## config.mk

```make
export PLATFORM = sky130hd
export DESIGN_NAME = mbe_front
export DESIGN_NICKNAME = d
export VERILOG_FILES = /design/src/mbe_pkg.sv /design/src/mbe_front.sv
export SDC_FILE = /design/constraint.sdc
export NUM_CORES = 2
export LEC_CHECK = 0
export BUFFER_PORTS_ARGS = -buffer_cell sky130_fd_sc_hd__buf_4
export CAP_MARGIN = 20
export CORE_ASPECT_RATIO = 1.4
export CORE_MARGIN = 4
export CORE_UTILIZATION = 45
export CTS_CLUSTER_DIAMETER = 50
export DETAILED_ROUTE_END_ITERATION = 6
export PLACE_DENSITY = 0.64
export SLEW_MARGIN = 10
export SYNTH_ARGS = -nofsm -noshare
export SYNTH_HDL_FRONTEND = slang
export SYNTH_SLANG_ARGS = --single-unit
```

## constraint.sdc

```tcl
create_clock -name clk -period 9.8 [get_ports clk]
set_input_delay 2.45 -clock clk [delete_from_list [all_inputs] [get_ports clk]]
set_output_delay 2.45 -clock clk [all_outputs]
set_load 0.01 [all_outputs]
```

## src/mbe_pkg.sv

```systemverilog
`default_nettype none

package mbe_pkg;

    localparam int GRID_SIZE = 4096;
    localparam int FRAC_BITS = 28;
    localparam int IDX_W     = 12;
    localparam int Q_W       = 32;
    localparam int ITER_W    = 16;
    localparam int COUNT_W   = 25;

    localparam logic [IDX_W-1:0] IDX_MAX    = IDX_W'(GRID_SIZE - 1);
    localparam logic [63:0]      ESC_THRESH = 64'd4 << (2 * FRAC_BITS);

    localparam logic [2:0] REG_REAL_ORIGIN = 3'd0;
    localparam logic [2:0] REG_REAL_STEP   = 3'd1;
    localparam logic [2:0] REG_IMAG_ORIGIN = 3'd2;
    localparam logic [2:0] REG_IMAG_STEP   = 3'd3;
    localparam logic [2:0] REG_MAX_ITER    = 3'd4;

    localparam logic signed [31:0] RST_REAL_ORIGIN = -32'sd536870885;
    localparam logic [30:0]        RST_REAL_STEP   = 31'd335544;
    localparam logic signed [31:0] RST_IMAG_ORIGIN = 32'sd27;
    localparam logic [30:0]        RST_IMAG_STEP   = 31'd150995;
    localparam logic [15:0]        RST_MAX_ITER    = 16'd2000;

    typedef struct packed {
        logic signed [Q_W-1:0] re;
        logic signed [Q_W-1:0] im;
    } point_t;

    typedef enum logic [2:0] {
        BK_IDLE,
        BK_MUL,
        BK_SUM,
        BK_UPD,
        BK_DONE
    } back_state_t;

    function automatic logic signed [Q_W-1:0] sat_q(input logic signed [63:0] v);
        logic all_ones;
        logic all_zeros;
        all_ones  = &v[63:Q_W-1];
        all_zeros = ~|v[63:Q_W-1];
        if (all_ones || all_zeros)
        begin
            sat_q = v[Q_W-1:0];
        end
        else if (v[63])
        begin
            sat_q = {1'b1, {(Q_W-1){1'b0}}};
        end
        else
        begin
            sat_q = {1'b0, {(Q_W-1){1'b1}}};
        end
    endfunction

endpackage

`default_nettype wire

```

## src/mbe_front.sv

```systemverilog
`default_nettype none

module mbe_front (
    input  wire logic                       clk,
    input  wire logic                       rst_n,
    input  wire logic                       in_valid,
    output logic                            in_stall,
    input  wire logic [11:0]                col_index,
    input  wire logic [11:0]                row_index,
    input  wire logic signed [31:0]         real_origin,
    input  wire logic [30:0]                real_step,
    input  wire logic signed [31:0]         imag_origin,
    input  wire logic [30:0]                imag_step,
    output logic                            push,
    output mbe_pkg::point_t                 push_point,
    input  wire logic                       q_full
);
    import mbe_pkg::*;

    logic             s1_valid_reg;
    logic             s1_valid_next;
    logic [42:0]      re_prod_reg;
    logic [42:0]      im_prod_reg;
    logic [IDX_W-1:0] col_c;
    logic [IDX_W-1:0] row_c;
    logic             accept;
    logic signed [63:0] re_sum;
    logic signed [63:0] im_sum;

    // clamp indexes beyond the grid
    assign col_c = (col_index > IDX_MAX) ? IDX_MAX : col_index;
    assign row_c = (row_index > IDX_MAX) ? IDX_MAX : row_index;

    assign in_stall      = s1_valid_reg && q_full;
    assign accept        = in_valid && !in_stall;
    assign push          = s1_valid_reg && !q_full;
    assign s1_valid_next = accept || (s1_valid_reg && q_full);

    assign re_sum = $signed({21'd0, re_prod_reg}) + 64'(real_origin);
    assign im_sum = $signed({21'd0, im_prod_reg}) + 64'(imag_origin);

    assign push_point.re = sat_q(re_sum);
    assign push_point.im = sat_q(im_sum);

    always_ff @(posedge clk or negedge rst_n)
    begin
        if (!rst_n)
        begin
            s1_valid_reg <= 1'b0;
        end
        else
        begin
            s1_valid_reg <= s1_valid_next;
        end
    end

    always_ff @(posedge clk)
    begin
        if (accept)
        begin
            re_prod_reg <= 43'(col_c) * 43'(real_step);
            im_prod_reg <= 43'(row_c) * 43'(imag_step);
        end
    end

endmodule

`default_nettype wire

```

# --- After elaboration in Yosys (flattened, before gate mapping) ---
# Index checks and enable logic that the tools add are counted.
word_totals:
  regBits: 87
  output_inout_bits: 66
classes:
  n_mux: 6
  add_sub_neg: 2
  n_lt_le_gt_ge: 2
  reduce_logical: 14
  mul: 2
op_table:
  columns: ["cell", "count"]
  rows:
  - ["$mux W32", 4]
  - ["$add A44 B32 Y45", 2]
  - ["$mul A12 B31 Y43", 2]
  - ["$reduce_and A33 Y1", 2]
  - ["$reduce_or A33 Y1", 2]
  - ["$gt A12 B12 Y1 const B", 2]
  - ["$mux W12", 2]
  - ["$logic_not A1 Y1", 4]
  - ["$logic_and A1 B1 Y1", 3]
  - ["$logic_or A1 B1 Y1", 3]

# --- Longest topological paths before layout ---
depth:
  depth_word: 5
  ltp_mapped: 27

# --- Least setup slack after synthesis ---
# Ideal clock, no wire load.
synth_path:
  path_kind: "input -> output"
  from: "input port real_origin[0]"
  to: "output port push_point[34] (netlist bit)"
  setup_slack_ns: 1.296
  arrival_ns: 6.054
  stages: 17
  required_time_ns: 7.350
  cell_sequence: "ha_1 inv_1 fa_1 nand2b_1 a21oi_1 nor4_1 o31ai_2 o21ba_2 o2111ai_1 a21oi_1 o41a_1 xor2_1 nand4_1 nor4_1 a22oi_1 clkbuf_1 o21ai_0"
synth_rtl:
  columns: ["item", "line", "text"]
  rows:
  - ["from (decl)", "mbe_front.sv:10", "input wire logic signed [31:0] real_origin,"]
  - ["to (decl)", "mbe_front.sv:15", "output mbe_pkg::point_t push_point,"]

==> flow_summary.ini <==
[status]
status = finished clean

[logic_synthesis]
synth_area_per_cell_um2 = 8.609
synth_area_leaders = fa_1 38%, ha_1 10%, edfxtp_1 8.4%, inv_1 7.6%, nand2_1 7.5%
syn_inst = 3579
synth_cell_types = 75
ys_ff_latch = 87
syn_nets = 4565
yosysWarnings = 0
synth-seq-area-share_pct = 8.463
synth_edf_count = 86
synth_top_area_share_pct = 37.81
async_flop_share_pct = 1.149
ys.flop_type = edfxtp_1
netlist_area_um2 = 30810
yosysTopAreaCell = fa_1

[power]
vdd_drop_max_mv = 0.2998
p_seq_share_pct = 8.8
p_sw_mw = 6.823
p_leak_nw = 16.68
clkPwrFrac_pct = 3.3
powerDensity_nw_per_um2 = 380.3
swShare_pct = 53.87
comb_power_share_pct = 87.9
internal-power_mw = 5.843

[clocking]
post_cts_resized = 0
cts_tree = yes
insertion_delay_ns = 0.38
cts_hold_buf = 0
cts_root_buf = clkbuf_16
numCtsBuffers = 9
path_clk_slew_ns = 0.08
cts_buffer_depth = 2
post_cts_buffers = 0
cts.sinks = 87
htree_levels = 3

[critical_path]
reg2reg_from = s1_valid_reg
path_buf_inv = 3
cp-end-kind = primary output
crit_slowest_cell = nor3_1
setup.worst_path.class = input pin to primary output
startpoint = imag_origin[9]
arrival_ns = 6.78
reg2reg_depth = 4
worstPathCellList = buf_4, ha_1, a21oi_1, nand2_1, or2_2, o211a_1, nor3_1, o211ai_1, a21oi_1, o21ai_0, xnor2_1, nor4b_2, a31oi_4, buf_12, mux2_2, buf_4
crit_family = compound AO/OA/AOI/OAI gates
worstPathRequired_ns = 7.35
r2r-end = re_prod_reg[2]
worstSetupStartpointType = input pin
slowest_delay_ns = 0.63
timing.critical_path.to = push_point[0]
crit_cells = 16
critPathMaxFanout = 31
rrSetupSlack_ns = 7.99

[grt]
grt-ovfl-total = 0
globalRouteTotalUtil_pct = 23.57
grt_pass1_vias = 26890
antenna_found_initial = 3
grt_pass1_wl_um = 138000
grt_max_degree = 87

[timing]
relSlewSlack_pct = 35.56
hold_viol = 0
slew_violations = 0
fmax_mhz = 108.4
fin_tns_setup_ns = 0
worst_pin_slew_ns = 0.9422
final-setup-viol-count = 0
fin_crit_sh_pct = 94.17
finalCriticalPeriod_ns = 9.228
clock_skew_ns = 0.009631
hold_ws_ns = 0.7029
rsz0062_at_grt = no

[place]
dp.cells = 4491
place.gp.congestion = 0.8852
hpwl_um = 70020
dpl_cell_area_um2 = 32950
portBuffers = 219

[floorplanning]
num_rows = 113
coreArea_um2 = 67870
initial_core_util_pct = 45.40
dieArea_um2 = 72780
dieHeight_um = 317.6
io_pins = 220
die_x_um = 229.2

[drt]
drtIter0Drc = 1329
via_per_inst = 5.457
drtPass1Iterations = 5
ant_nets = 0
via_count = 24620
drt-total-wl_um = 84940
drc = 0
wl_per_cell_um = 18.83

[hold_path]
hp-class = register to register

[layout]
final_area_um2 = 33310
fin_util_pct = 49.08
drive_gt1_share_pct = 7.351
final_common_cell = inv_1
final_cells = 4511
layout_common_cells = 623 x inv_1, 612 x nand2_1, 582 x fa_1
area.growth.synth_to_final_pct = 8.101
fin_nets = 4627

[run]
cap_violations = 0
==> Yosys cell counts (all sizes together), types with 3 or more instances <==
master / count
nand2b: 24
a21oi: 166
a211oi: 13
o31ai: 10
a31o: 4
clkbuf: 167
o21bai: 29
o211ai: 18
xor2: 49
a31oi: 15
nand3: 37
inv: 623
nor2b: 18
o41ai: 4
nor4: 17
a21boi: 7
nor3: 27
or4: 4
o21a: 40
a2111oi: 3
o41a: 4
o31a: 3
o2111ai: 6
nor2: 99
nand2: 612
and2: 237
a21o: 88
edfxtp: 86
a211o: 5
o21ai: 101
or3: 7
nand4: 24
or2: 9
xnor2: 96
buf: 10
and3: 17
ha: 250
a311oi: 4
mux2i: 29
fa: 582
==> layer usage <==
metal,track usage (%),routed length [um],vias to the layer above
met3,3.197,4065,185
met5,0,20,-
met1,25.50,30690,12380
li1,-,-,11380
met4,8.796,3435,2
met2,46.09,46730,677
==> power groups by stage <==
| stage | clock network (mW) | registers [mW] | logic (mW) |
|---|---|---|---|
| final | 0.413 | 1.11 | 11.1 |
| after global routing | 0.434 | 1.13 | 12.5 |
| after CTS | 0.421 | 1.12 | 11.2 |
| after detailed placement | 0 | 1.13 | 11.1 |
| after global placement | 0 | 1.12 | 11.0 |
| after floorplan | 0 | 1.09 | 8.08 |
==> worst min-delay path by stage <==
stage	start	to	slack [ns]	cells past startpoint
3_3_place_gp	s1_valid_reg	s1_valid_reg	0.68	2
5_1_grt	s1_valid_reg	s1_valid_reg	0.75	2
6_report	s1_valid_reg	s1_valid_reg	0.70	2
4_1_cts	s1_valid_reg	s1_valid_reg	0.71	2
2_1_floorplan	s1_valid_reg	s1_valid_reg	0.65	2
3_5_place_dp	s1_valid_reg	s1_valid_reg	0.69	2
==> stage by stage <==
step | setup slack [ns] | total power [mW]
2_1_floorplan | 1.296 | 9.166
3_3_place_gp | 0.5326 | 12.15
3_5_place_dp | 0.5000 | 12.25
4_1_cts | 0.5022 | 12.72
5_1_grt | 0.2061 | 14.03
6_report | 0.5717 | 12.67
==> layout make-up <==
type	instances	area (um^2)
Fill cell	6550	34560
Timing Repair Buffer	228	1744
Multi-Input combinational cell	2692	25210
Clock buffer	9	225.2
Antenna cell	3	7.507
Tap cell	862	1079
Sequential cell	87	2608
Inverter	623	2338
Clock inverter	7	101.3
==> kinds of logic (layout without fill, tap and decap cells) <==
| logic type | after synthesis | count (layout) | share of synthesized area (%) |
|---|---|---|---|
| simple gates | 1142 | 1142 | 17.26 |
| other cells | 0 | 3 | 0 |
| compound gates | 542 | 542 | 11.35 |
| buf+inv | 800 | 867 | 9.807 |
| xor+xnor | 145 | 145 | 4.122 |
| flops | 87 | 87 | 8.463 |
| fa+ha+maj | 832 | 832 | 47.97 |
| mux | 31 | 31 | 1.027 |
==> tightest hold or removal path, cell delays in order (launching register included) <==
cell and delay [ns]:
dfrtp_1 0.34, and2_1 0.20, or2_2 0.14
No activity file was read; power rests on OpenSTA's default activity.
