File: src/mbe_pkg.sv
`default_nettype none

package mbe_pkg;

    localparam int GRID_SIZE = 4096;
    localparam int FRAC_BITS = 28;
    localparam int IDX_W     = 12;
    localparam int Q_W       = 32;
    localparam int ITER_W    = 16;
    localparam int COUNT_W   = 25;

    localparam logic [IDX_W-1:0] IDX_MAX    = IDX_W'(GRID_SIZE - 1);
    localparam logic [63:0]      ESC_THRESH = 64'd4 << (2 * FRAC_BITS);

    localparam logic [2:0] REG_REAL_ORIGIN = 3'd0;
    localparam logic [2:0] REG_REAL_STEP   = 3'd1;
    localparam logic [2:0] REG_IMAG_ORIGIN = 3'd2;
    localparam logic [2:0] REG_IMAG_STEP   = 3'd3;
    localparam logic [2:0] REG_MAX_ITER    = 3'd4;

    localparam logic signed [31:0] RST_REAL_ORIGIN = -32'sd536870885;
    localparam logic [30:0]        RST_REAL_STEP   = 31'd335544;
    localparam logic signed [31:0] RST_IMAG_ORIGIN = 32'sd27;
    localparam logic [30:0]        RST_IMAG_STEP   = 31'd150995;
    localparam logic [15:0]        RST_MAX_ITER    = 16'd2000;

    typedef struct packed {
        logic signed [Q_W-1:0] re;
        logic signed [Q_W-1:0] im;
    } point_t;

    typedef enum logic [2:0] {
        BK_IDLE,
        BK_MUL,
        BK_SUM,
        BK_UPD,
        BK_DONE
    } back_state_t;

    function automatic logic signed [Q_W-1:0] sat_q(input logic signed [63:0] v);
        logic all_ones;
        logic all_zeros;
        all_ones  = &v[63:Q_W-1];
        all_zeros = ~|v[63:Q_W-1];
        if (all_ones || all_zeros)
        begin
            sat_q = v[Q_W-1:0];
        end
        else if (v[63])
        begin
            sat_q = {1'b1, {(Q_W-1){1'b0}}};
        end
        else
        begin
            sat_q = {1'b0, {(Q_W-1){1'b1}}};
        end
    endfunction

endpackage

`default_nettype wire

File: src/mbe_queue.sv
`default_nettype none

module mbe_queue (
    input  wire logic            clk,
    input  wire logic            rst_n,
    input  wire logic            push,
    input  wire mbe_pkg::point_t push_point,
    output logic                 full,
    input  wire logic            pop,
    output logic                 q_valid,
    output mbe_pkg::point_t      q_point
);
    import mbe_pkg::*;

    point_t     slot_reg [2];
    logic       wr_ptr_reg;
    logic       rd_ptr_reg;
    logic [1:0] count_reg;
    logic [1:0] count_next;
    logic       do_push;
    logic       do_pop;

    assign full    = (count_reg == 2'd2);
    assign q_valid = (count_reg != 2'd0);
    assign q_point = slot_reg[rd_ptr_reg];

    assign do_push = push && !full;
    assign do_pop  = pop && q_valid;

    always_comb
    begin
        count_next = count_reg;
        if (do_push && !do_pop)
        begin
            count_next = count_reg + 2'd1;
        end
        else if (do_pop && !do_push)
        begin
            count_next = count_reg - 2'd1;
        end
    end

    always_ff @(posedge clk or negedge rst_n)
    begin
        if (!rst_n)
        begin
            wr_ptr_reg <= 1'b0;
            rd_ptr_reg <= 1'b0;
            count_reg  <= 2'd0;
        end
        else
        begin
            count_reg <= count_next;
            if (do_push)
            begin
                wr_ptr_reg <= ~wr_ptr_reg;
            end
            if (do_pop)
            begin
                rd_ptr_reg <= ~rd_ptr_reg;
            end
        end
    end

    always_ff @(posedge clk)
    begin
        if (do_push)
        begin
            slot_reg[wr_ptr_reg] <= push_point;
        end
    end

endmodule

`default_nettype wire

File: config.mk
export PLATFORM = sky130hd
export DESIGN_NAME = mbe_queue
export DESIGN_NICKNAME = d
export VERILOG_FILES = /design/src/mbe_pkg.sv /design/src/mbe_queue.sv
export SDC_FILE = /design/constraint.sdc
export NUM_CORES = 1
export LEC_CHECK = 0
export BUFFER_PORTS_ARGS = -buffer_cell sky130_fd_sc_hd__buf_2
export CAP_MARGIN = 40
export CORE_MARGIN = 2
export CORE_UTILIZATION = 52
export CTS_CLUSTER_SIZE = 40
export DETAILED_ROUTE_END_ITERATION = 12
export PLACE_DENSITY = 0.79
export SLEW_MARGIN = 30
export SYNTH_ARGS = -nofsm -noshare
export SYNTH_HDL_FRONTEND = slang
export SYNTH_SLANG_ARGS = --single-unit
File: constraint.sdc
create_clock -name clk -period 4.58 [get_ports clk]
set_clock_uncertainty 0.1 [all_clocks]
set_input_delay 0 -clock clk [delete_from_list [all_inputs] [get_ports clk]]
set_output_delay 0 -clock clk [all_outputs]
set_load 0.02 [all_outputs]
After elaboration in Yosys (flattened, before gate mapping). Memory sizes are Yosys's and may differ from the RTL's. Cells that the tools add are included.

Register bits: 4. Output and inout port bits: 66. Input port bits: 68. Memories: 1. Memory bits (writable): 128.

Mux-type cells: 4. Reductions and logical operators: 9. Bitwise logic cells: 2. Equal/unequal tests: 1. Add/sub/neg operators: 2.

Memories: slot_reg (words 2, bits a word 64, read ports 1, clocked after Yosys merged registers in 0, wr ports 1, RTL line mbe_queue.sv:15) `point_t slot_reg [2];`.

Operators by type and width (number): logical AND 1 bit (4); two-way mux 2 bit (2); nonzero test 2 bit (2); logical NOT 1 bit (3); adder 2 x 1 -> 2 bit (second input constant) (1); equality test 2 bit (second input constant) (1); two-way mux 1 bit (2); inverter 1 bit (2); subtractor 2 x 1 -> 2 bit (second input constant) (1).

Longest topological paths before layout. Gate-level depths: netlist of run 1.

Word-level depth: 7. Depth in mapped cells: 7. Depth with buffers taken out: 7.

Worst setup path before layout of run 1. No wires, ideal clock.

Path type: reg2reg. Start: register count_reg[0]. End: memory slot_reg[0][0] (netlist name), enable pin. Arrival: 3299 ps. Data required time: 3994 ps. Setup time: 486 ps. Cell stages (with the launch flop): 4. Slack: 695 ps. Buffers on the path: 0. Cell sequence: dfrtp_1 > nand2b_1 > nand2_1 > nor2_1.

Longest elaborated chain between the ends: 5.

Ends and longest elaborated chain: start, declared (RTL line mbe_queue.sv:18) `logic [1:0] count_reg;`; start signal, assigned (RTL line mbe_queue.sv:53) `count_reg <= count_next;`; equality test 2 bit (RTL line mbe_queue.sv:23) `assign full = (count_reg == 2'd2);`; logical NOT 1 bit (RTL line mbe_queue.sv:27) `assign do_push = push && !full;`; logical AND 1 bit (RTL line mbe_queue.sv:27); two-way mux 1 bit (RTL line mbe_queue.sv:67) `if (do_push)`; two-way mux 1 bit (not written as such) (RTL line mbe_queue.sv:69) `slot_reg[wr_ptr_reg] <= push_point;`; end, declared (RTL line mbe_queue.sv:15).

No other way between the ends.

Final worst setup path of run 1.
Start: register count_reg[0]. End: memory slot_reg[0][49] (netlist name), enable pin.

The elaborated chain is that of the path after synthesis.

==> metrics.txt, run 1 <==
Leak 0.00291 uW; dominant combinational cell family by area after synthesis multiplexers; number of flip-flops in the largest register between 100 and 150; count of boundary I/O pins about 130; largest fanout of any net on the critical path 36; commonest non-fill, non-tap cell in the layout sky130_fd_sc_hd__buf_2; final routed wire length divided by cell count 16.6 um; residual DRC count 0; worst hold-check path type in2reg; number of buffers added by the clock tree synthesis step 17; switching power about 1400 uW; final weighted congestion of routability-driven global placement 0.689; CTS tree built; synthesis warning total 0; via count of the first global-routing pass 2856; signal arrival time at the worst endpoint 2.31 ns; final hold violations 0; Met2 Wirelength approximately 5200 um; post-CTS resize count 0; CTS root buffer sky130_fd_sc_hd__clkbuf_8; peak supply drop between 400 and 500 uV; HPWL Detailed ~5800 um; post-route clock period utilization approximately half; buffering stage count on the worst path with inverters included 2; final number of max-transition violations 0; cells traversed along the worst timing path nand2b_1 -> nand2_1 -> nor2_4 -> buf_16 -> buf_4; share of the core filled with cells in the final layout roughly 77%; Cell variety after synth 16; fraction of power spent switching nets between 30% and 40%; flop2flop setup slack 2.31 ns; worst rel slew slack approximately 68%; clock slew seen by the registers of the worst setup and hold paths around 0.06 ns; total of buffers placed on input and output ports between 100 and 150; floorplan die area between 10000 and 15000 um^2; GRT Overall Usage a little under a fifth; sequential share of the synthesized area 78.5%; total number of clock tree sinks approximately 130; wire length of the first global-routing pass roughly 14000 um; Vert. Die Dim slightly above 100 um; width of the die around 100 um; detailed router's first-iteration violation count 110; Seq pwr share between 30% and 40%; internal portion of total power around 3300 uW; Compound-Gate Fraction of Synth Area 0%; antenna-violating nets left 0; CP Class reg2reg; drt first pass iters 6; detailed route wirelength on metal3 ~520 um; post-synth design cell area ~5000 um^2; DR vias/cell 4.75; master of the slowest instance on the critical path sky130_fd_sc_hd__buf_4; basic-gate share of the synthesized area counting and, or, nand and nor cells 0.722%; share of synthesized area spent on multiplexers a little under a fifth; Post-Route M1 WL around 3800 um; element type at the critical path end flip-flop; Least-Margin Pin Slew 0.479 ns; Max Cap Viol 0; core box area between 9000 and 10000 um^2; combinational group share of total power between 30% and 40%; fraction of synthesized cell area taken by the top area cell type about three quarters; n_diodes 0; starting utilization of the core area 53.9%; Setup Total Neg Slack 0 ns; largest stage delay on the critical path between 0.4 and 0.5 ns; total wirelength of the detailed-routed design ~9600 um; Clk pwr share 29.3%; XOR/XNOR share of the synthesized area less than 1%; power density over the cells between 600 and 700 nW/um^2; post-synthesis to final-layout area growth 43.2%; Setup violations, final 0; Tmin final around 2.3 ns; number of cells produced by synthesis about 220; Clk Latency, worst-skew pair about 0.5 ns; result of the run completed; total power of the final layout 4720 uW; arithmetic-cell share of the synthesized area counting full adders, half adders and majority gates less than 1%; setup repair after global routing missed its margin no; maximum buffer depth of the clock tree 2; number of antenna violations at the first check in global routing 0; top layer reached by signal wires met4; number of H-tree levels 4; share of layout cells above drive strength 1 53.1%; # nets final 506; launching element type of the critical path flip-flop; cell type with the largest total area after synthesis sky130_fd_sc_hd__edfxtp_1; Max Freq 441 MHz; Vias around 2800; critical path required time ~4.6 ns; Top Family by Delay on Critical Path simple AND/OR/NAND/NOR gates; leading cell types by total area after synthesis sky130_fd_sc_hd__edfxtp_1 (76%), sky130_fd_sc_hd__mux2_4 (15%), sky130_fd_sc_hd__mux2_2 (3.1%); number of synthesized register bits 132; mean post-synth cell area around 23 um^2; maximum number of pins on one net before global-route repair 37; standard-cell row count 35; commonest cells after routing, fill and taps aside sky130_fd_sc_hd__buf_2 (133), sky130_fd_sc_hd__edfxtp_1 (128), sky130_fd_sc_hd__dlygate4sd3_1 (68), sky130_fd_sc_hd__mux2_4 (50), sky130_fd_sc_hd__clkbuf_16 (16); count of filler cells inserted in the layout roughly 520; overall overflow remaining after global route 0; post-synth net total around 290
[per-stage QoR]
step / instances / hold slack (ns) / instance area [um^2] / setup slack [ns]
floorplan: 218 / -0.396 / 5020 / 0.695
global placement: 475 / -0.290 / 5810 / 2.20
detailed placement: 478 / -0.282 / 5870 / 2.13
CTS: 578 / 0.0821 / 7170 / 2.12
global route: 579 / 0.0894 / 7190 / 2.15
finish: 579 / 0.109 / 7190 / 2.31
[power groups by stage]
stage | Sequential, uW | Combinational, uW | Clock (uW)
6_report | 1790 | 1550 | 1380
3_3_place_gp | 1880 | 1340 | 0
4_1_cts | 1790 | 1530 | 1410
3_5_place_dp | 1810 | 1480 | 0
2_1_floorplan | 1750 | 1140 | 0
5_1_grt | 1810 | 1640 | 1460
[final cells by class]
cell class              count  area [um^2]  share of cell area, %
clock inverters            14          201                   2.80
inverters                   2         7.51                  0.104
clock buffers              18          418                   5.81
repair buffers            207         1450                   20.1
multi-input cells          77         1010                   14.0
flip-flops and latches    132         3950                   54.9
well taps                 129          161                   2.24
[final timing paths]
path	startpoint	end	cells after the start
worst min register to register	count_reg[1]$_DFFE_PN0P_	count_reg[1]$_DFFE_PN0P_	1
worst max-delay path	count_reg[0]$_DFFE_PN0P_	slot_reg[0][49]$_DFFE_PP_	5
max in group asynchronous	rst_n	rd_ptr_reg$_DFFE_PN0P_	3
min in group asynchronous	rst_n	count_reg[1]$_DFFE_PN0P_	3
worst min-delay path	push_point[40]	slot_reg[1][40]$_DFFE_PP_	2
worst max register to register	count_reg[0]$_DFFE_PN0P_	slot_reg[0][49]$_DFFE_PP_	5
[layer usage]
| layer | global-route usage (%) | vias to the layer above |
|---|---|---|
| li1 | - | 1302 |
| met4 | 5.23 | 0 |
| met5 | 0 | - |
| met3 | 6.70 | 4 |
| met2 | 33.6 | 98 |
| met1 | 21.8 | 1349 |
[Yosys cell counts]
library cell,count
sky130_fd_sc_hd__dfrtp_1,4
sky130_fd_sc_hd__xor2_1,2
sky130_fd_sc_hd__or2_2,1
sky130_fd_sc_hd__inv_1,2
sky130_fd_sc_hd__buf_2,1
sky130_fd_sc_hd__nand2_1,1
sky130_fd_sc_hd__xnor2_1,3
sky130_fd_sc_hd__nand2b_1,1
sky130_fd_sc_hd__mux2_4,50
sky130_fd_sc_hd__nand2_2,1
sky130_fd_sc_hd__ha_1,1
sky130_fd_sc_hd__edfxtp_1,128
sky130_fd_sc_hd__and3_1,1
sky130_fd_sc_hd__buf_6,6
sky130_fd_sc_hd__mux2_2,14
sky130_fd_sc_hd__nor2_1,2
[what timing repair did]
item | CTS | global route
hold buffers | 68 | 0
buffers inserted | 0 | 0
hold endpoints to repair | 136 | 0
[kinds of logic (layout without fill, tap and decap cells)]
group,Yosys count,after routing
buffers and inverters,9,241
multiplexers,64,64
AND/OR/NAND/NOR,7,7
XOR/XNOR,5,5
adder cells (fa/ha/maj),1,1
flip-flops,132,132
Power figures use the tool's default switching activity.
==> inputs of run 2 (changes only) <==
--- a/config.mk
+++ b/config.mk
@@ -8,10 +8,10 @@
 export BUFFER_PORTS_ARGS = -buffer_cell sky130_fd_sc_hd__buf_2
 export CAP_MARGIN = 40
 export CORE_MARGIN = 2
-export CORE_UTILIZATION = 52
+export CORE_UTILIZATION = 47
 export CTS_CLUSTER_SIZE = 40
 export DETAILED_ROUTE_END_ITERATION = 12
-export PLACE_DENSITY = 0.79
+export PLACE_DENSITY = 0.75
 export SLEW_MARGIN = 30
 export SYNTH_ARGS = -nofsm -noshare
 export SYNTH_HDL_FRONTEND = slang
==> constraint.sdc (replaced) <==
create_clock -name clk -period 1.9 [get_ports clk]
set_clock_uncertainty 0.1 [all_clocks]
set_input_delay 0 -clock clk [delete_from_list [all_inputs] [get_ports clk]]
set_output_delay 0 -clock clk [all_outputs]
set_load 0.02 [all_outputs]
==> metrics.txt, run 2 (synthesis results as in run 1) <==
internal portion of total power 7980 uW; result of the run finished with violations; Setup violations, final 6; fraction of power spent switching nets slightly below 30%; final hold violations 0; maximum buffer depth of the clock tree 2; violated checks negative setup slack; Leak approximately 0.0029 uW; met2 Usage GRT between 30 and 40%; element type at the critical path end output port; Worst R2R Path Depth 6; final instance count without filler cells 586; switching power between 3000 and 4000 uW; setup repair after global routing missed its margin yes; # nets final 506; global route hottest layer met2; Max Freq 523 MHz; GRT Overall Usage 16.8%; residual DRC count 0; CP Class reg2out; worst hold-check path type in2reg; total number of clock tree sinks 132; total of buffers placed on input and output ports about 130; area of placed instances 5910 um^2; floorplan die area roughly 12000 um^2; Hold Path Cell Cnt 2; final weighted congestion of routability-driven global placement 0.751; core box area 10400 um^2; largest fanout of any net on the critical path 18; overall overflow remaining after global route 0; met3 GRT Util around 5.9%; critical path required time ~1.8 ns; HPWL Detailed 5470 um; Post-Layout Inst Area around 7300 um^2; share of layout cells above drive strength 1 between 50 and 60%; detailed router's first-iteration violation count 133; worst reg2reg startpoint count_reg[0]$_DFFE_PN0P_; width of the die 107 um; Hold EP slot_reg[1][48]$_DFFE_PP_; share of the core filled with cells in the final layout a little over two thirds; GR Layer Usage met1 17.3%; post-route clock period utilization 101%; CTS root buffer sky130_fd_sc_hd__clkbuf_8; final worst slack -0.0133 ns; maximum number of pins on one net before global-route repair between 40 and 50; Inst Count DP around 490; number of flip-flops in the largest register between 100 and 150; Clk Latency, worst-skew pair 0.51 ns; master of the slowest instance on the critical path sky130_fd_sc_hd__dfrtp_4; signal arrival time at the worst endpoint around 1.8 ns; number of buffers added by the clock tree synthesis step 17; Tmin final about 1.9 ns; count of boundary I/O pins roughly 130; final number of max-transition violations 0; total wirelength of the detailed-routed design ~9500 um; final routed wire length divided by cell count around 16 um; Setup Slack @ Placement 0.320 ns; n_diodes 0; starting utilization of the core area around half; standard-cell row count 37; RR Endpoint count_reg[1]$_DFFE_PN0P_; largest stage delay on the critical path around 0.43 ns; total power of the final layout 11400 uW; via count of the first global-routing pass roughly 2900; commonest cells after routing, fill and taps aside sky130_fd_sc_hd__edfxtp_1 (128), sky130_fd_sc_hd__buf_2 (115), sky130_fd_sc_hd__dlygate4sd3_1 (68), sky130_fd_sc_hd__mux2_4 (50), sky130_fd_sc_hd__buf_6 (18); number of H-tree levels 4; commonest non-fill, non-tap cell in the layout sky130_fd_sc_hd__edfxtp_1; number of antenna violations at the first check in global routing 0; DR vias/cell around 4.7; combinational group share of total power 35.8%; cells traversed along the worst timing path buf_4 -> mux2_2 -> buf_2; clock slew seen by the registers of the worst setup and hold paths 0.06 ns; Vert. Die Dim ~110 um; hold path startpoint push_point[48]; peak supply drop 952 uV; Least-Margin Pin Slew approximately 0.35 ns; Max Cap Viol 0; launching element type of the critical path flip-flop; power density over the cells roughly 1600 nW/um^2; CTS tree built; Vias 2769; antenna-violating nets left 0; wire length of the first global-routing pass about 14000 um; Clk pwr share around 27%; worst rel slew slack 76.6%; post-synthesis to final-layout area growth 45.0%; Seq pwr share between 30% and 40%; flop2flop setup slack approximately 0.32 ns; drt first pass iters 4
-- run 2: how the worst max path moves through the flow --
stage / to / startpoint / slack (ns)
after floorplan: slot_reg[0][0]$_DFFE_PP_ / count_reg[0]$_DFFE_PN0P_ / -0.17
after global placement: slot_reg[0][63]$_DFFE_PP_ / count_reg[0]$_DFFE_PN0P_ / 0.37
after detailed placement: count_reg[1]$_DFFE_PN0P_ / count_reg[0]$_DFFE_PN0P_ / 0.32
after CTS: q_point[56] / rd_ptr_reg$_DFFE_PN0P_ / -0.04
after global routing: q_point[56] / rd_ptr_reg$_DFFE_PN0P_ / -0.08
final: q_point[52] / rd_ptr_reg$_DFFE_PN0P_ / -0.01
-- run 2: final cells by class --
cell class	count	area (um^2)
Clock buffer	27	502
Clock inverter	5	75.1
Sequential cell	132	3950
Fill cell	656	3080
Multi-Input combinational cell	77	1020
Timing Repair Buffer	207	1560
Tap cell	136	170
Inverter	2	7.51
-- run 2: worst max-delay path: cells and delay by family (launching register included) --
| family | cells | cell delay (ns) |
|---|---|---|
| mux | 1 | 0.39 |
| flops | 1 | 0.43 |
| buf+inv | 2 | 0.48 |
-- run 2: routing by layer --
layer  vias up  part of all wire, %  wire length, um
li1       1297                    -                -
met1      1360                   37             3550
met2        95                   55             5170
met3        17                  6.1              580
met4         0                  1.8              168
met5         -                    0                0
-- run 2: power by group through the flow --
stage	combinational [uW]	sequential, uW	clock [uW]
floorplan	2770	4190	0
global placement	3720	4200	0
detailed placement	3740	4250	0
CTS	3860	4190	3160
global route	4310	4250	3290
finish	4070	4200	3090
-- run 2: what timing repair did --
item,in CTS,in global routing
gates cloned,0,0
setup buffers,0,0
hold buffers,68,0
resized for setup,0,37
endpoints found under the setup margin,14,61
endpoints found under the hold margin,136,0
-- run 2: stage by stage --
step / TNS, ns / hold slack [ns]
final: -0.0340 / 0.113
after global routing: -1.47 / 0.0951
after CTS: -0.307 / 0.0843
after floorplan: -12.59 / -0.396
after global placement: 0 / -0.287
after detailed placement: 0 / -0.285
==> inputs of run 3 (changes only) <==
--- a/config.mk
+++ b/config.mk
@@ -5,7 +5,7 @@
 export SDC_FILE = /design/constraint.sdc
 export NUM_CORES = 1
 export LEC_CHECK = 0
-export BUFFER_PORTS_ARGS = -buffer_cell sky130_fd_sc_hd__buf_2
+export BUFFER_PORTS_ARGS = -buffer_cell sky130_fd_sc_hd__clkbuf_2
 export CAP_MARGIN = 40
 export CORE_MARGIN = 2
 export CORE_UTILIZATION = 47
==> metrics.txt, run 3 (synthesis results as in run 1) <==
result of the run completed; antenna-violating nets left 0; switching power 3440 uW; Setup violations, final 0; master of the slowest instance on the critical path sky130_fd_sc_hd__dfrtp_4; post-route worst hold slack about 0.11 ns; post-route clock period utilization 96.5%; peak supply drop slightly below 800 uV; count of filler cells inserted in the layout 682; critical path required time approximately 1.8 ns; Max Cap Viol 0; flop2flop setup slack 0.33 ns; final weighted congestion of routability-driven global placement about 0.73; residual DRC count 0; overall overflow remaining after global route 0; starting utilization of the core area about half; number of buffers added by the clock tree synthesis step 17; Clk Latency, worst-skew pair between 0.5 and 0.6 ns; Clk pwr share between 20% and 30%; share of the core filled with cells in the final layout ~69%; area of placed instances just under 6000 um^2; global route hottest layer met2; hold path startpoint push_point[11]; # nets final ~500; count of boundary I/O pins around 130; post-synthesis to final-layout area growth 42.9%; Leak between 0.002 and 0.003 uW; total of buffers placed on input and output ports 133; CTS tree built; total number of clock tree sinks between 100 and 150; final number of max-transition violations 0; combinational group share of total power around a third; Post-Layout Inst Area 7180 um^2; met2 Usage GRT 29.1%; cells traversed along the worst timing path buf_4 -> mux2_2 -> clkbuf_2; clock slew seen by the registers of the worst setup and hold paths 0.06 ns; n_diodes 0; Least-Margin Pin Slew between 0.2 and 0.3 ns; wire length of the first global-routing pass 13800 um; CTS root buffer sky130_fd_sc_hd__clkbuf_8; power density over the cells roughly 1500 nW/um^2; width of the die 107 um; floorplan die area between 10000 and 15000 um^2; total wirelength of the detailed-routed design roughly 9000 um; final instance count without filler cells 587; share of layout cells above drive strength 1 a little over half; internal portion of total power roughly 7600 uW; HPWL Detailed around 5400 um; commonest non-fill, non-tap cell in the layout sky130_fd_sc_hd__clkbuf_2; worst reg2reg startpoint count_reg[0]$_DFFE_PN0P_; number of H-tree levels 4; GRT Overall Usage around 16%; via count of the first global-routing pass 2941; drt first pass iters 4; DR vias/cell 4.66; maximum buffer depth of the clock tree 2; signal arrival time at the worst endpoint 1.73 ns; Inst Count DP a little under 500; met3 GRT Util 5.57%; largest fanout of any net on the critical path 11; final routed wire length divided by cell count around 15 um; detailed router's first-iteration violation count between 80 and 90; worst rel slew slack around 80%; Seq pwr share a little under two fifths; Vias 2735; standard-cell row count 37; buffering stage count on the worst path with inverters included 2; commonest cells after routing, fill and taps aside sky130_fd_sc_hd__clkbuf_2 (132), sky130_fd_sc_hd__edfxtp_1 (128), sky130_fd_sc_hd__dlygate4sd3_1 (68), sky130_fd_sc_hd__mux2_4 (51), sky130_fd_sc_hd__clkbuf_16 (16); Tmin final between 1.5 and 2 ns; Top Family by Delay on Critical Path flip-flops; Hold EP slot_reg[0][11]$_DFFE_PP_; fraction of power spent switching nets between 30% and 40%; number of antenna violations at the first check in global routing 0; number of flip-flops in the largest register between 100 and 150; Worst R2R Path Depth 6; CP Class reg2out; GR Layer Usage met1 between 10% and 20%; launching element type of the critical path flip-flop; Vert. Die Dim 107 um; RR Endpoint count_reg[1]$_DFFE_PN0P_; core box area about 10000 um^2; maximum number of pins on one net before global-route repair 45; Max Freq 545 MHz; element type at the critical path end output port; Hold Path Cell Cnt 2; total power of the final layout between 10000 and 15000 uW; setup repair after global routing missed its margin no; worst hold-check path type in2reg; final hold violations 0; largest stage delay on the critical path roughly 0.46 ns
## run 3: metrics by stage
| stage | setup slack, ns | setup TNS [ns] |
|---|---|---|
| final | 0.0663 | 0 |
| after global routing | 0.00163 | 0 |
| after CTS | 0.00909 | 0 |
| after detailed placement | 0.333 | 0 |
| after global placement | 0.382 | 0 |
| after floorplan | -0.169 | -12.59 |
## run 3: cell type report
cell class / instances / area, um^2 / area share [%]
clock buffers: 18 / 418 / 5.82
flip-flops and latches: 132 / 3950 / 55.0
well taps: 136 / 170 / 2.37
inverters: 2 / 7.51 / 0.105
multi-input cells: 77 / 1030 / 14.3
clock inverters: 14 / 139 / 1.93
repair buffers: 208 / 1470 / 20.5
## run 3: worst max-delay path by stage
stage | start | to | slack [ns] | cells past startpoint
2_1_floorplan | count_reg[0]$_DFFE_PN0P_ | slot_reg[0][0]$_DFFE_PP_ | -0.17 | 3
3_3_place_gp | count_reg[0]$_DFFE_PN0P_ | count_reg[1]$_DFFE_PN0P_ | 0.38 | 6
3_5_place_dp | count_reg[0]$_DFFE_PN0P_ | count_reg[1]$_DFFE_PN0P_ | 0.33 | 6
4_1_cts | rd_ptr_reg$_DFFE_PN0P_ | q_point[56] | 0.009 | 3
5_1_grt | rd_ptr_reg$_DFFE_PN0P_ | q_point[48] | 0.002 | 3
6_report | rd_ptr_reg$_DFFE_PN0P_ | q_point[53] | 0.07 | 3
## run 3: power by group through the flow
stage	sequential [uW]	combinational [uW]	clock [uW]
CTS	4200	3940	3040
global route	4250	4120	3170
detailed placement	4300	3730	0
finish	4200	3880	2980
global placement	4250	3700	0
floorplan	4190	2770	0
## run 3: per-layer routing
layer | vias to the layer above | share of wire, %
met5 | - | 0
met4 | 0 | 1.9
met3 | 16 | 5.9
met2 | 93 | 54
met1 | 1324 | 38
li1 | 1302 | -
## run 3: worst register-to-register path, stage by stage, from the launching register on
cell and delay [ns]:
sky130_fd_sc_hd__dfrtp_1 0.42, sky130_fd_sc_hd__or2_2 0.33, sky130_fd_sc_hd__nand2_2 0.09, sky130_fd_sc_hd__ha_1 0.17, sky130_fd_sc_hd__xor2_1 0.15, sky130_fd_sc_hd__nor2_1 0.06
sky130_fd_sc_hd__xor2_1 0.14
## run 3: repair_timing
| item | in CTS | in global routing |
|---|---|---|
| resized for setup | 1 | 2 |
| buffers inserted | 1 | 0 |
| endpoints found under the hold margin | 136 | 0 |
| hold buffers | 68 | 0 |
| setup endpoints to repair | 54 | 1 |
